--- src/hw/rtl/ufmr_pkg.sv ---
package ufmr_pkg;

   localparam int IDX_W = 10;
   localparam int CNT_W = 11;
   localparam int COUNT_RESET = 1024;

   localparam logic [1:0] OP_CLEAR = 2'd0;
   localparam logic [1:0] OP_UNION = 2'd1;
   localparam logic [1:0] OP_FIND  = 2'd2;

   typedef struct packed {
      logic [IDX_W-1:0] root;
      logic             is_root;
      logic             index_error;
   } result_type;

endpackage

--- src/hw/rtl/ufmr_seq.sv ---
module ufmr_seq import ufmr_pkg::*; #(
   parameter int MAX_ELEMENTS = 1024,
   parameter int AW = 10
) (
   input  logic             clock,
   input  logic             reset,
   input  logic             req_valid,
   output logic             req_ready,
   input  logic [1:0]       req_op,
   input  logic [IDX_W-1:0] req_idx,
   input  logic             req_last,
   input  logic             csr_valid,
   input  logic [CNT_W-1:0] csr_value,
   input  logic             take,
   output logic             res_valid,
   output result_type       res,
   output logic             mem_we,
   output logic [AW-1:0]    mem_waddr,
   output logic [IDX_W-1:0] mem_wdata,
   output logic [AW-1:0]    mem_raddr,
   input  logic [IDX_W-1:0] mem_rdata
);

   typedef enum logic [3:0] {
      S_INIT, S_IDLE, S_CLEAR, S_FIND_RD, S_FIND_EV,
      S_COMP_RD, S_COMP_EV, S_MERGE, S_DONE
   } state_type;

   localparam logic [CNT_W-1:0] CNT_RESET_VAL =
      (MAX_ELEMENTS < COUNT_RESET) ? CNT_W'(MAX_ELEMENTS) : CNT_W'(COUNT_RESET);
   localparam logic [AW-1:0] LAST_ENTRY = AW'(MAX_ELEMENTS - 1);

   function automatic logic [AW-1:0] idx_to_addr(input logic [IDX_W-1:0] v);
      logic [AW+IDX_W-1:0] w;
      w = {{AW{1'b0}}, v};
      return w[AW-1:0];
   endfunction

   function automatic logic [AW-1:0] cnt_to_addr(input logic [CNT_W-1:0] v);
      logic [AW+CNT_W-1:0] w;
      w = {{AW{1'b0}}, v};
      return w[AW-1:0];
   endfunction

   function automatic logic [IDX_W-1:0] addr_to_idx(input logic [AW-1:0] v);
      logic [AW+IDX_W-1:0] w;
      w = {{IDX_W{1'b0}}, v};
      return w[IDX_W-1:0];
   endfunction

   state_type        state_ff;
   logic [1:0]       op_ff;
   logic [IDX_W-1:0] idx_ff;
   logic             last_ff;
   logic [IDX_W-1:0] cur_ff;
   logic [IDX_W-1:0] root_ff;
   logic [AW-1:0]    sweep_ff;
   logic [AW-1:0]    sweep_end_ff;
   logic [IDX_W-1:0] group_root_ff;
   logic             group_open_ff;
   logic [CNT_W-1:0] eff_cnt_ff;
   result_type       res_ff;
   logic [CNT_W-1:0] eff_cnt_in;

   assign req_ready = (state_ff == S_IDLE);
   assign res_valid = (state_ff == S_DONE);
   assign res       = res_ff;

   always_comb begin
      if (32'(csr_value) > MAX_ELEMENTS) begin
         eff_cnt_in = CNT_W'(MAX_ELEMENTS);
      end else begin
         eff_cnt_in = csr_value;
      end
   end

   // Memory port control follows the state directly.
   always_comb begin
      mem_we    = 1'b0;
      mem_waddr = sweep_ff;
      mem_wdata = addr_to_idx(sweep_ff);
      mem_raddr = idx_to_addr(cur_ff);
      case (state_ff)
         S_INIT, S_CLEAR: begin
            mem_we = 1'b1;
         end
         S_COMP_EV: begin
            mem_we    = 1'b1;
            mem_waddr = idx_to_addr(cur_ff);
            mem_wdata = root_ff;
         end
         S_MERGE: begin
            if (op_ff == OP_UNION && group_open_ff && root_ff != group_root_ff) begin
               mem_we = 1'b1;
               if (root_ff < group_root_ff) begin
                  mem_waddr = idx_to_addr(group_root_ff);
                  mem_wdata = root_ff;
               end else begin
                  mem_waddr = idx_to_addr(root_ff);
                  mem_wdata = group_root_ff;
               end
            end
         end
         default: begin
         end
      endcase
   end

   always_ff @(posedge clock) begin
      if (reset) begin
         state_ff      <= S_INIT;
         sweep_ff      <= '0;
         sweep_end_ff  <= LAST_ENTRY;
         group_root_ff <= '0;
         group_open_ff <= 1'b0;
         eff_cnt_ff    <= CNT_RESET_VAL;
      end else begin
         case (state_ff)
            S_INIT: begin
               if (sweep_ff == sweep_end_ff) begin
                  state_ff <= S_IDLE;
               end else begin
                  sweep_ff <= sweep_ff + 1'b1;
               end
            end
            S_IDLE: begin
               if (req_valid) begin
                  op_ff   <= req_op;
                  idx_ff  <= req_idx;
                  last_ff <= req_last;
                  cur_ff  <= req_idx;
                  case (req_op)
                     OP_CLEAR: begin
                        if (!csr_valid) begin
                           group_open_ff <= 1'b0;
                        end
                        group_root_ff <= '0;
                        sweep_ff      <= '0;
                        sweep_end_ff  <= cnt_to_addr(eff_cnt_ff - 1'b1);
                        res_ff        <= '0;
                        state_ff      <= (eff_cnt_ff == '0) ? S_DONE : S_CLEAR;
                     end
                     OP_UNION, OP_FIND: begin
                        if ({1'b0, req_idx} >= eff_cnt_ff) begin
                           res_ff   <= {{IDX_W{1'b0}}, 1'b0, 1'b1};
                           state_ff <= S_DONE;
                        end else begin
                           state_ff <= S_FIND_RD;
                        end
                     end
                     default: begin
                        res_ff   <= '0;
                        state_ff <= S_DONE;
                     end
                  endcase
               end
            end
            S_CLEAR: begin
               if (sweep_ff == sweep_end_ff) begin
                  state_ff <= S_DONE;
               end else begin
                  sweep_ff <= sweep_ff + 1'b1;
               end
            end
            S_FIND_RD: begin
               state_ff <= S_FIND_EV;
            end
            S_FIND_EV: begin
               if (mem_rdata == cur_ff) begin
                  root_ff  <= cur_ff;
                  cur_ff   <= idx_ff;
                  state_ff <= S_COMP_RD;
               end else begin
                  cur_ff   <= mem_rdata;
                  state_ff <= S_FIND_RD;
               end
            end
            S_COMP_RD: begin
               // The walk from the item reaches the root: path is compressed.
               state_ff <= (cur_ff == root_ff) ? S_MERGE : S_COMP_EV;
            end
            S_COMP_EV: begin
               cur_ff   <= mem_rdata;
               state_ff <= S_COMP_RD;
            end
            S_MERGE: begin
               if (op_ff == OP_UNION) begin
                  if (!group_open_ff || root_ff < group_root_ff) begin
                     group_root_ff <= root_ff;
                     res_ff        <= {root_ff, (root_ff == idx_ff), 1'b0};
                  end else begin
                     res_ff        <= {group_root_ff, (group_root_ff == idx_ff), 1'b0};
                  end
                  if (!csr_valid) begin
                     group_open_ff <= !last_ff;
                  end
               end else begin
                  res_ff <= {root_ff, (root_ff == idx_ff), 1'b0};
               end
               state_ff <= S_DONE;
            end
            S_DONE: begin
               if (take) begin
                  state_ff <= S_IDLE;
               end
            end
            default: begin
               state_ff <= S_IDLE;
            end
         endcase
         if (csr_valid) begin
            eff_cnt_ff    <= eff_cnt_in;
            group_open_ff <= 1'b0;
         end
      end
   end

endmodule

--- config.mk ---
export PLATFORM = sky130hd
export DESIGN_NAME = ufmr_seq
export DESIGN_NICKNAME = d
export VERILOG_FILES = /design/src/hw/rtl/ufmr_pkg.sv /design/src/hw/rtl/ufmr_seq.sv
export SDC_FILE = /design/constraint.sdc
export NUM_CORES = 1
export LEC_CHECK = 0
export ABC_AREA = 1
export BUFFER_PORTS_ARGS = -buffer_cell sky130_fd_sc_hd__buf_2
export CORE_MARGIN = 2
export CORE_UTILIZATION = 63
export DETAILED_ROUTE_END_ITERATION = 12
export GPL_TIMING_DRIVEN = 0
export PLACE_DENSITY = 0.93
export SLEW_MARGIN = 20
export SYNTH_ARGS = -nofsm -noshare
export SYNTH_HDL_FRONTEND = slang
export SYNTH_SLANG_ARGS = --single-unit
--- constraint.sdc ---
create_clock -name clock -period 5.6 [get_ports clock]
set_clock_uncertainty 0.2 [all_clocks]
set_input_delay 0.28 -clock clock [delete_from_list [all_inputs] [get_ports clock]]
set_output_delay 0.28 -clock clock [all_outputs]
set_load 0.05 [all_outputs]
==> metrics, run 1 <==
outcome=completed; Rel. slew slack=0.265; Num CTS Buffers=9; Post-Synthesis Cells=~840; maximum VDD drop=approximately 0.18 mV; Post-synth EDFFs=45; largest area contributor in the netlist=edfxtp_1; Routability Congestion=about 1; most instantiated library cell after synthesis=nand2_1; ys async rst share=0; Post-CTS Setup Bufs=0; Yosys Warn Count=0; Port-buffer cells=83; ys flop type=dfxtp_1; worst reg-to-reg path cell count=6; Final TNS setup=0 ns; Skew-Pair Late Insertion Delay=roughly 0.37 ns; hold wc startpoint=take; Post-Layout Cell Count=1096; Crit. End Element=output port; htree depth=3; die width=101 µm; sw power=~0.65 mW; Synth top area share=0.226; CTS max path bufs=2; PD cells=about 250 nW/µm²; GRT Overall Usage=0.414; Pre-antenna DRT Iters=6; post-layout util=0.757; setup violators final=0; Syn Std Cell Area=~6000 µm²; Placed Area=approximately 6600 µm²; area delta synth->final=17.0%; clock root buffer=clkbuf_8; Max Cap Violations=0; DRT iter0 DRCs=between 800 and 900; GRT Residual Overflow=0; Slew Limit Fails=0; leakage power=slightly above 3 nW; I/O pins=84; vias per inst=slightly above 6; Routed WL per cell=about 19 µm; detailed-route via count=between 6000 and 7000; Layout Nets=a little over 1000; fin area=~7000 µm²; top cells by count, synth=nand2_1 (195), inv_1 (99), nor2_1 (93); Vert. Die Dim=slightly above 100 µm; share of layout cells above drive strength 1=0.126; Initial Utilization=0.647; first-pass GRT wire length=32.4 mm; Seq cells post-synth=91; Hold/Removal Path Class=in2reg; kind of critical path=reg2out; initial antenna violation count=0; Placed Cells incl. Taps=roughly 1100; Hold Vio Cnt, Final=0; RR Startpoint=mem_raddr[2]$_DFFE_PP_; syn_nets=around 910; Min-Delay Endpoint=state_ff[3]$_SDFFE_PP0P_; post-cts gate resize count=0; slew at the pin closest to its max-slew limit=around 1.1 ns; Fillers=roughly 670; switch share=0.375; Peak Freq=between 200 and 300 MHz; CTS tree=built; DP Wirelength=around 14 mm; CP required=5.12 ns; reg2reg setup slack=roughly 2.7 ns; core area=9240 µm²; Gate power share=0.283; reg2reg end=root_ff[8]$_DFFE_PP_; Seq/Total Area, Yosys=0.380; vias in the first global route=around 6100; pre-CTS setup slack=2.59 ns; CP Max Fanout=10; Clock Power Share=0.266; area occupied by multi-input gates=between 3000 and 4000 µm²; hold-fix buffers at CTS=24; DIE AREA=10300 µm²; Internal=1.09 mW; min cycle time layout=~3.5 ns; Worst-path clk slew=approximately 0.1 ns; number of inserted diodes=0; Syn Area/Cell=between 7 and 8 µm²; number of remaining DRC errors=0; CTS Sinks=91; post-route ant nets=0; synth top area cells=edfxtp_1 (23%), dfxtp_1 (15%), nand2_1 (12%), nand3_1 (7.7%), inv_1 (6.2%); num rows=35; pin count of the biggest net entering global routing=17; Routed WL=~21 mm; CP Launch Type=register; Final period util=0.625; register area=between 2000 and 2500 µm²; Seq pwr share=0.451; RSZ-0062 raised after global routing=false; Yosys cell types=36; CP Data Arrival Time=~3.0 ns; hold-critical path depth=4; final worst slack=between 2 and 2.5 ns
layer usage:
metal	routed length (µm)	share of wire	track usage
met1	8060	0.39	0.580
met2	8890	0.43	0.614
met3	2390	0.12	0.0587
met4	1330	0.064	0.236
met5	0	0	0
power groups by stage:
| stage | combinational (mW) | sequential [mW] | clock [mW] |
|---|---|---|---|
| floorplan | 0.306 | 0.813 | 0 |
| detailed placement | 0.455 | 0.797 | 0 |
| global placement | 0.447 | 0.797 | 0 |
| global route | 0.530 | 0.791 | 0.477 |
| CTS | 0.471 | 0.782 | 0.453 |
| finish | 0.492 | 0.786 | 0.464 |
metrics by stage:
stage / power [mW] / hold slack [ns]
after floorplan: 1.12 / 0.179
after global placement: 1.24 / 0.250
after detailed placement: 1.25 / 0.259
after CTS: 1.71 / 0.0317
after global routing: 1.80 / 0.0744
final: 1.74 / 0.0493
cell type report:
type,instances,area share
clock buffer,12,0.0238
buffer,25,0.0170
clock inverter,4,0.00447
sequential,91,0.325
tap,129,0.0231
timing repair buffer,107,0.0937
inverter,107,0.0574
multi-input combinational,621,0.456
how the worst max path moves through the flow:
stage | from | endpoint | cells past startpoint
global placement | root_ff[3]$_DFFE_PP_ | mem_wdata[4] | 11
detailed placement | root_ff[3]$_DFFE_PP_ | mem_wdata[7] | 11
global route | root_ff[3]$_DFFE_PP_ | mem_wdata[7] | 11
finish | root_ff[4]$_DFFE_PP_ | mem_wdata[0] | 11
CTS | root_ff[4]$_DFFE_PP_ | mem_waddr[2] | 11
floorplan | root_ff[8]$_DFFE_PP_ | mem_wdata[0] | 10
cell usage in the layout (no fill, tap or decap), types with 3 or more instances in the layout:
| master | count |
|---|---|
| o21ai_1 | 3 |
| nor4_1 | 4 |
| inv_1 | 99 |
| clkinv_1 | 6 |
| nand2_1 | 195 |
| buf_2 | 85 |
| o211ai_1 | 12 |
| edfxtp_1 | 45 |
| nor2_1 | 92 |
| ha_1 | 25 |
| a21oi_1 | 57 |
| xnor2_1 | 14 |
| dfxtp_1 | 46 |
| nand3_1 | 92 |
| xor2_1 | 17 |
| dlygate4sd3_1 | 24 |
| o22ai_1 | 6 |
| clkbuf_1 | 18 |
| a2bb2oi_1 | 7 |
| clkbuf_8 | 10 |
| nor3_1 | 10 |
| nand2_2 | 3 |
| or2_2 | 7 |
| o21ai_0 | 54 |
| nand4_1 | 12 |
sequential cells by signal, summed over array words and instances, names as in the netlist:
| name | cells |
|---|---|
| res | 12 |
| eff_cnt_ff | 11 |
| group_root_ff | 10 |
| idx_ff | 10 |
| mem_raddr | 10 |
| root_ff | 10 |
| sweep_end_ff | 10 |
| sweep_ff | 10 |
| state_ff | 4 |
| op_ff | 2 |
| group_open_ff | 1 |
| last_ff | 1 |
worst max-delay path, stage by stage, from the launching register on:
cell and delay (ns):
edfxtp_1 0.54, ha_1 0.36, nand2_1 0.07, o21ai_0 0.24, nand2_1 0.09, nand3_1 0.22
clkbuf_1 0.44, nand2_1 0.13, o211ai_1 0.11, nand2_1 0.07, nand3_1 0.10, buf_2 0.28
cell families (layout without fill, tap and decap cells):
group	Yosys count	in the layout	share of synthesized area
and+or+nand+nor	421	421	0.302
AOI/OAI and AO/OA	144	144	0.133
buffers and inverters	132	255	0.0871
DFF	91	91	0.380
xor gates and xnor gates	31	31	0.0454
adders and majority gates	25	25	0.0523
Note: power is estimated with default switching activity, not from simulation.
==> inputs of run 2 (changes only) <==
- CORE_UTILIZATION: 63 -> 53
- PLACE_DENSITY: 0.93 -> 0.85
- clock period: 5.6 -> 3.2 ns (I/O delays scaled with it)
==> metrics, run 2 (synthesis gave the netlist of run 1 again) <==
outcome=finished, violations left; violated checks=hold timing; I/O pins=84 (unchanged); CP Max Fanout=10 (unchanged); initial antenna violation count=0 (unchanged); Routed WL=19.5 mm (-5.4%); PD cells=453 nW/µm² (+82%); die width=110 µm (+8.7%); met3 usage=0.0629 (+0.00424); CTS tree=built; Skew-Pair Late Insertion Delay=0.36 ns (about the same); share of layout cells above drive strength 1=0.142 (+0.0155); max FFs per register=12 (unchanged); slowest stage cell, crit path=edfxtp_1; area occupied by multi-input gates=3200 µm² (+0.39%); DRT iter0 DRCs=817 (-0.49%); met1 Resource Use GR=0.451 (-0.128); Routability Congestion=1.01 (+2.5%); crit path cell chain=ha_1 -> a21oi_1 -> nor2_1 -> nor3_1 -> nand3_2 -> buf_2 -> nand2_1 -> o211ai_1 -> nand2_1 -> nand3_1 -> clkbuf_4; leading cell types in the layout, fill and taps excluded=nand2_1 (194), inv_1 (99), nor2_1 (92); core area=10900 µm² (+18%); post-layout util=0.670 (-0.0873); reg2reg setup slack=0.37 ns (-2.35 ns); pin count of the biggest net entering global routing=19 (+2); CTS Sinks=91 (unchanged); setup violators final=0 (unchanged); CP Data Arrival Time=2.83 ns (-0.19 ns); detailed-route via count=6603 (-1.7%); number of remaining DRC errors=0 (unchanged); maximum VDD drop=0.293 mV (+65%); M2 GR Usage=0.521 (-0.0924); Slew Limit Fails=0 (unchanged); num rows=38 (+8.6%); final worst slack=0.0125 ns (-2.09 ns); GRT Overall Usage=0.333 (-0.0806); slew at the pin closest to its max-slew limit=1.05 ns (-0.0480 ns); Placed Cells incl. Taps=1067 (+1.0%); Hold/Removal Path Class=in2reg; area delta synth->final=22.5%; pre-CTS setup slack=0.288 ns (-2.30 ns); register area=2270 µm² (unchanged); Final period util=0.996; Rel. slew slack=0.297 (+0.0320); Vert. Die Dim=110 µm (+8.7%); vias per inst=5.85 (-4.5%); most frequent CP cell=nand2_1; Max Cap Violations=0 (unchanged); Power, Total=3.32 mW (+91%); Peak Freq=around 310 MHz; kind of critical path=reg2out; CTS max path bufs=2 (unchanged); global route hottest layer=met2; GRT Residual Overflow=0 (unchanged); vias in the first global route=6166 (+1.1%); clock root buffer=clkbuf_16; Worst-path clk slew=0.07 ns (-0.03 ns); CP required=2.84 ns (-2.28 ns); htree depth=3 (unchanged); Post-Layout Cell Count=1128 (+2.9%); Hold WS=-0.000707 ns (-0.0500 ns); DIE AREA=12100 µm² (+18%); min cycle time layout=3.19 ns; Fillers=905 (+35%); DP Wirelength=13.8 mm (-4.2%); Routed WL per cell=17.3 µm (-8.1%); Hold Vio Cnt, Final=1 (+1); Layout Nets=1047 (+2.0%); Port-buffer cells=83 (unchanged); CP Launch Type=register; leakage power=3.26 nW (+4.7%); number of inserted diodes=0 (unchanged); post-route ant nets=0 (unchanged); commonest non-fill, non-tap cell in the layout=nand2_1; first-pass GRT wire length=30.9 mm (-4.7%); Num CTS Buffers=9 (unchanged); Pre-antenna DRT Iters=7 (+1); slowest stage delay, CP=0.51 ns (-0.03 ns); Crit. End Element=output port; Initial Utilization=0.547 (-0.100)
[run 2: where the power goes]
group	total, mW	switching [mW]	internal, mW
clock	1.08	0.530	0.548
sequential	1.37	0.0799	1.29
combinational	0.868	0.596	0.272
[run 2: worst max-delay path: cells and delay by family (launching register included)]
family / cells / cell delay (ns)
simple gates: 6 / 0.81
flops: 1 / 0.51
fa+ha+maj: 1 / 0.36
compound gates: 2 / 0.29
buf+inv: 2 / 0.49
[run 2: final cells by class]
type / instances / area share
Multi-Input combinational cell: 621 / 0.437
Buffer: 25 / 0.0171
Tap cell: 140 / 0.0239
Sequential cell: 91 / 0.310
Clock buffer: 9 / 0.0307
Inverter: 107 / 0.0553
Timing Repair Buffer: 128 / 0.117
Clock inverter: 7 / 0.00854
[run 2: timing repair]
item | 4_1_cts | 5_1_grt
pin swaps | 0 | 1
hold endpoints to repair | 32 | 0
hold buffers | 36 | 0
gates resized for setup | 1 | 21
setup buffers | 1 | 8
setup endpoints to repair | 8 | 20
[run 2: per-layer routing]
layer  vias to the layer above  wire length (µm)
met5                         -                 0
met4                         0               867
met3                        80              2420
met2                       492              8570
met1                      2946              7680
li1                       3085                 -
[run 2: final timing paths]
kind / from / to / cells past startpoint
max: root_ff[7]$_DFFE_PP_ / mem_wdata[7] / 11
min: mem_rdata[5] / mem_raddr[5]$_DFFE_PP_ / 3
max reg2reg: mem_raddr[1]$_DFFE_PP_ / root_ff[9]$_DFFE_PP_ / 6
min reg2reg: group_open_ff$_SDFFE_PP0P_ / group_open_ff$_SDFFE_PP0P_ / 2
[run 2: stage by stage]
stage | TNS, ns | cell area, µm²
finish | 0 | 7320
global route | -0.215 | 7320
CTS | 0 | 7230
detailed placement | 0 | 6570
global placement | 0 | 6570
floorplan | 0 | 5980
==> inputs of run 3 (changes only) <==
- ABC_CLOCK_PERIOD_IN_PS: not set -> 3200
- CTS_CLUSTER_SIZE: not set -> 40
- MAX_ROUTING_LAYER: not set -> met4
==> metrics, run 3 (synthesis gave the netlist of run 1 again) <==
post-route ant nets=0 (unchanged); Hold WS=0.00900 ns (+0.00971 ns); Crit. End Element=output port; htree depth=3 (unchanged); slew at the pin closest to its max-slew limit=1.07 ns (+0.0148 ns); reg2reg end=root_ff[9]$_DFFE_PP_; CP Launch Type=register; DIE AREA=12100 µm² (unchanged); CP Data Arrival Time=2.76 ns (-0.07 ns); leakage power=3.26 nW (about the same); max FFs per register=12 (unchanged); CP Max Fanout=6 (-4); PD cells=463 nW/µm² (+2.2%); register area=2270 µm² (unchanged); min cycle time layout=3.12 ns (-0.0631 ns); vias per inst=5.81 (-0.78%); outcome=completed; crit path cell chain=ha_1 -> nand2_1 -> nor2_1 -> o211ai_1 -> nand3_2 -> buf_4 -> clkinvlp_2 -> nor2_1 -> o21ai_0 -> nand3_1 -> buf_2; GRT Overall Usage=0.334 (+0.00115); Hold/Removal Path Class=in2reg; commonest non-fill, non-tap cell in the layout=nand2_1; fin area=7300 µm² (-0.34%); Placed Area=6570 µm² (unchanged); first-pass GRT wire length=29.8 mm (-3.4%); Routed WL per cell=17.3 µm (-0.34%); RR Startpoint=mem_raddr[6]$_DFFE_PP_; share of layout cells above drive strength 1=0.144 (+0.00246); initial antenna violation count=0 (unchanged); slowest stage delay, CP=0.53 ns (+0.02 ns); maximum VDD drop=0.337 mV (+15%); number of remaining DRC errors=0 (unchanged); Worst-path clk slew=0.08 ns (about the same); Max Cap Violations=0 (unchanged); area occupied by multi-input gates=3200 µm² (-0.16%); most frequent CP cell=nor2_1; die width=110 µm (unchanged); DP Wirelength=14.0 mm (+1.2%); I/O pins=84 (unchanged); GRT Residual Overflow=0 (unchanged); kind of critical path=reg2out; Slew Limit Fails=0 (unchanged); Initial Utilization=0.547 (unchanged); detailed-route via count=6534 (-1.0%); Routability Congestion=1.05 (+4.1%); worst setup path start=root_ff[8]$_DFFE_PP_; reg2reg setup slack=0.35 ns (-0.02 ns); Vert. Die Dim=110 µm (unchanged); CTS tree=built; Fillers=915 (+1.1%); final worst slack=0.0755 ns (+0.0631 ns); CTS max path bufs=2 (unchanged); leading cell types in the layout, fill and taps excluded=nand2_1 (194), inv_1 (99), nor2_1 (92); core area=10900 µm² (unchanged); CTS Sinks=91 (unchanged); pin count of the biggest net entering global routing=19 (unchanged); Num CTS Buffers=9 (unchanged); Routed WL=19.4 mm (-0.60%); Hold Vio Cnt, Final=0 (-1); Post-Layout Cell Count=1125 (-0.27%); Port-buffer cells=83 (unchanged); DRT iter0 DRCs=639 (-22%); num rows=38 (unchanged); number of inserted diodes=0 (unchanged); Power, Total=3.38 mW (+1.8%); slowest stage cell, crit path=edfxtp_1; setup violators final=0 (unchanged); vias in the first global route=5863 (-4.9%); Rel. slew slack=0.287 (-0.00990); Placed Cells incl. Taps=1067 (unchanged); Skew-Pair Late Insertion Delay=0.35 ns (about the same); Peak Freq=320 MHz (+2.0%); CP required=2.84 ns (about the same); Pre-antenna DRT Iters=8 (+1); Setup crit end=mem_waddr[0]; Layout Nets=1044 (-0.29%); Final TNS setup=0 ns (unchanged); post-layout util=0.668 (-0.00229); clock root buffer=clkbuf_16; worst reg-to-reg path cell count=5 (-1); pre-CTS setup slack=0.265 ns (-0.0236 ns); area delta synth->final=22.1%; Final period util=0.976 (-0.0197)
## run 3: changes by cell type in the layout (fill, tap and decap cells not counted), sizes merged
cell         before  now
clkbuf           29   28
dlygate4sd3      36   31
inv             107  106
clkinv            5    6
bufinv            0    1
buf              97   99
## run 3: cell type report
type                       count  area share
multi-input combinational    621       0.438
sequential                    91       0.311
timing repair buffer         124       0.111
inverter                     107      0.0555
clock buffer                   9      0.0309
tap                          140      0.0240
buffer                        25      0.0171
clock inverter                 7      0.0120
timing repair inverter         1    0.000686
## run 3: worst min path at each step
stage,startpoint,endpoint,slack (ns),cells after the start
final,mem_rdata[5],mem_raddr[5]$_DFFE_PP_,0.009,3
after global routing,mem_rdata[5],mem_raddr[5]$_DFFE_PP_,0.01,3
after CTS,mem_rdata[1],mem_raddr[1]$_DFFE_PP_,0.004,3
after detailed placement,req_idx[0],idx_ff[0]$_DFFE_PP_,0.15,1
after global placement,req_idx[0],idx_ff[0]$_DFFE_PP_,0.15,1
after floorplan,req_idx[0],idx_ff[0]$_DFFE_PP_,0.06,0
## run 3: power by group
group	internal, mW	switching [mW]
logic	0.268	0.598
clock network	0.627	0.514
registers	1.29	0.0796
## run 3: metal layers
layer  vias to the layer above  global-route usage  wire length (µm)
met5                         -                   -                 0
met4                         0               0.139               813
met3                        70              0.0564              2210
met2                       438               0.510              8700
met1                      2936               0.442              7700
li1                       3090                   -                 -
## run 3: worst max-delay path: cells and delay by family, from the launching register on
kind                       cells  cell delay, ns
AOI/OAI and AO/OA              2            0.24
adders and majority gates      1            0.35
DFF                            1            0.53
buffers and inverters          3            0.65
and+or+nand+nor                5            0.65
## run 3: timing repair
action | in CTS | in global routing
hold buffers | 31 | 0
endpoints found under the hold margin | 28 | 0
setup endpoints to repair | 15 | 20
cloned | 0 | 1
pin swaps | 0 | 1
resized for setup | 4 | 10
buffers inserted | 0 | 10
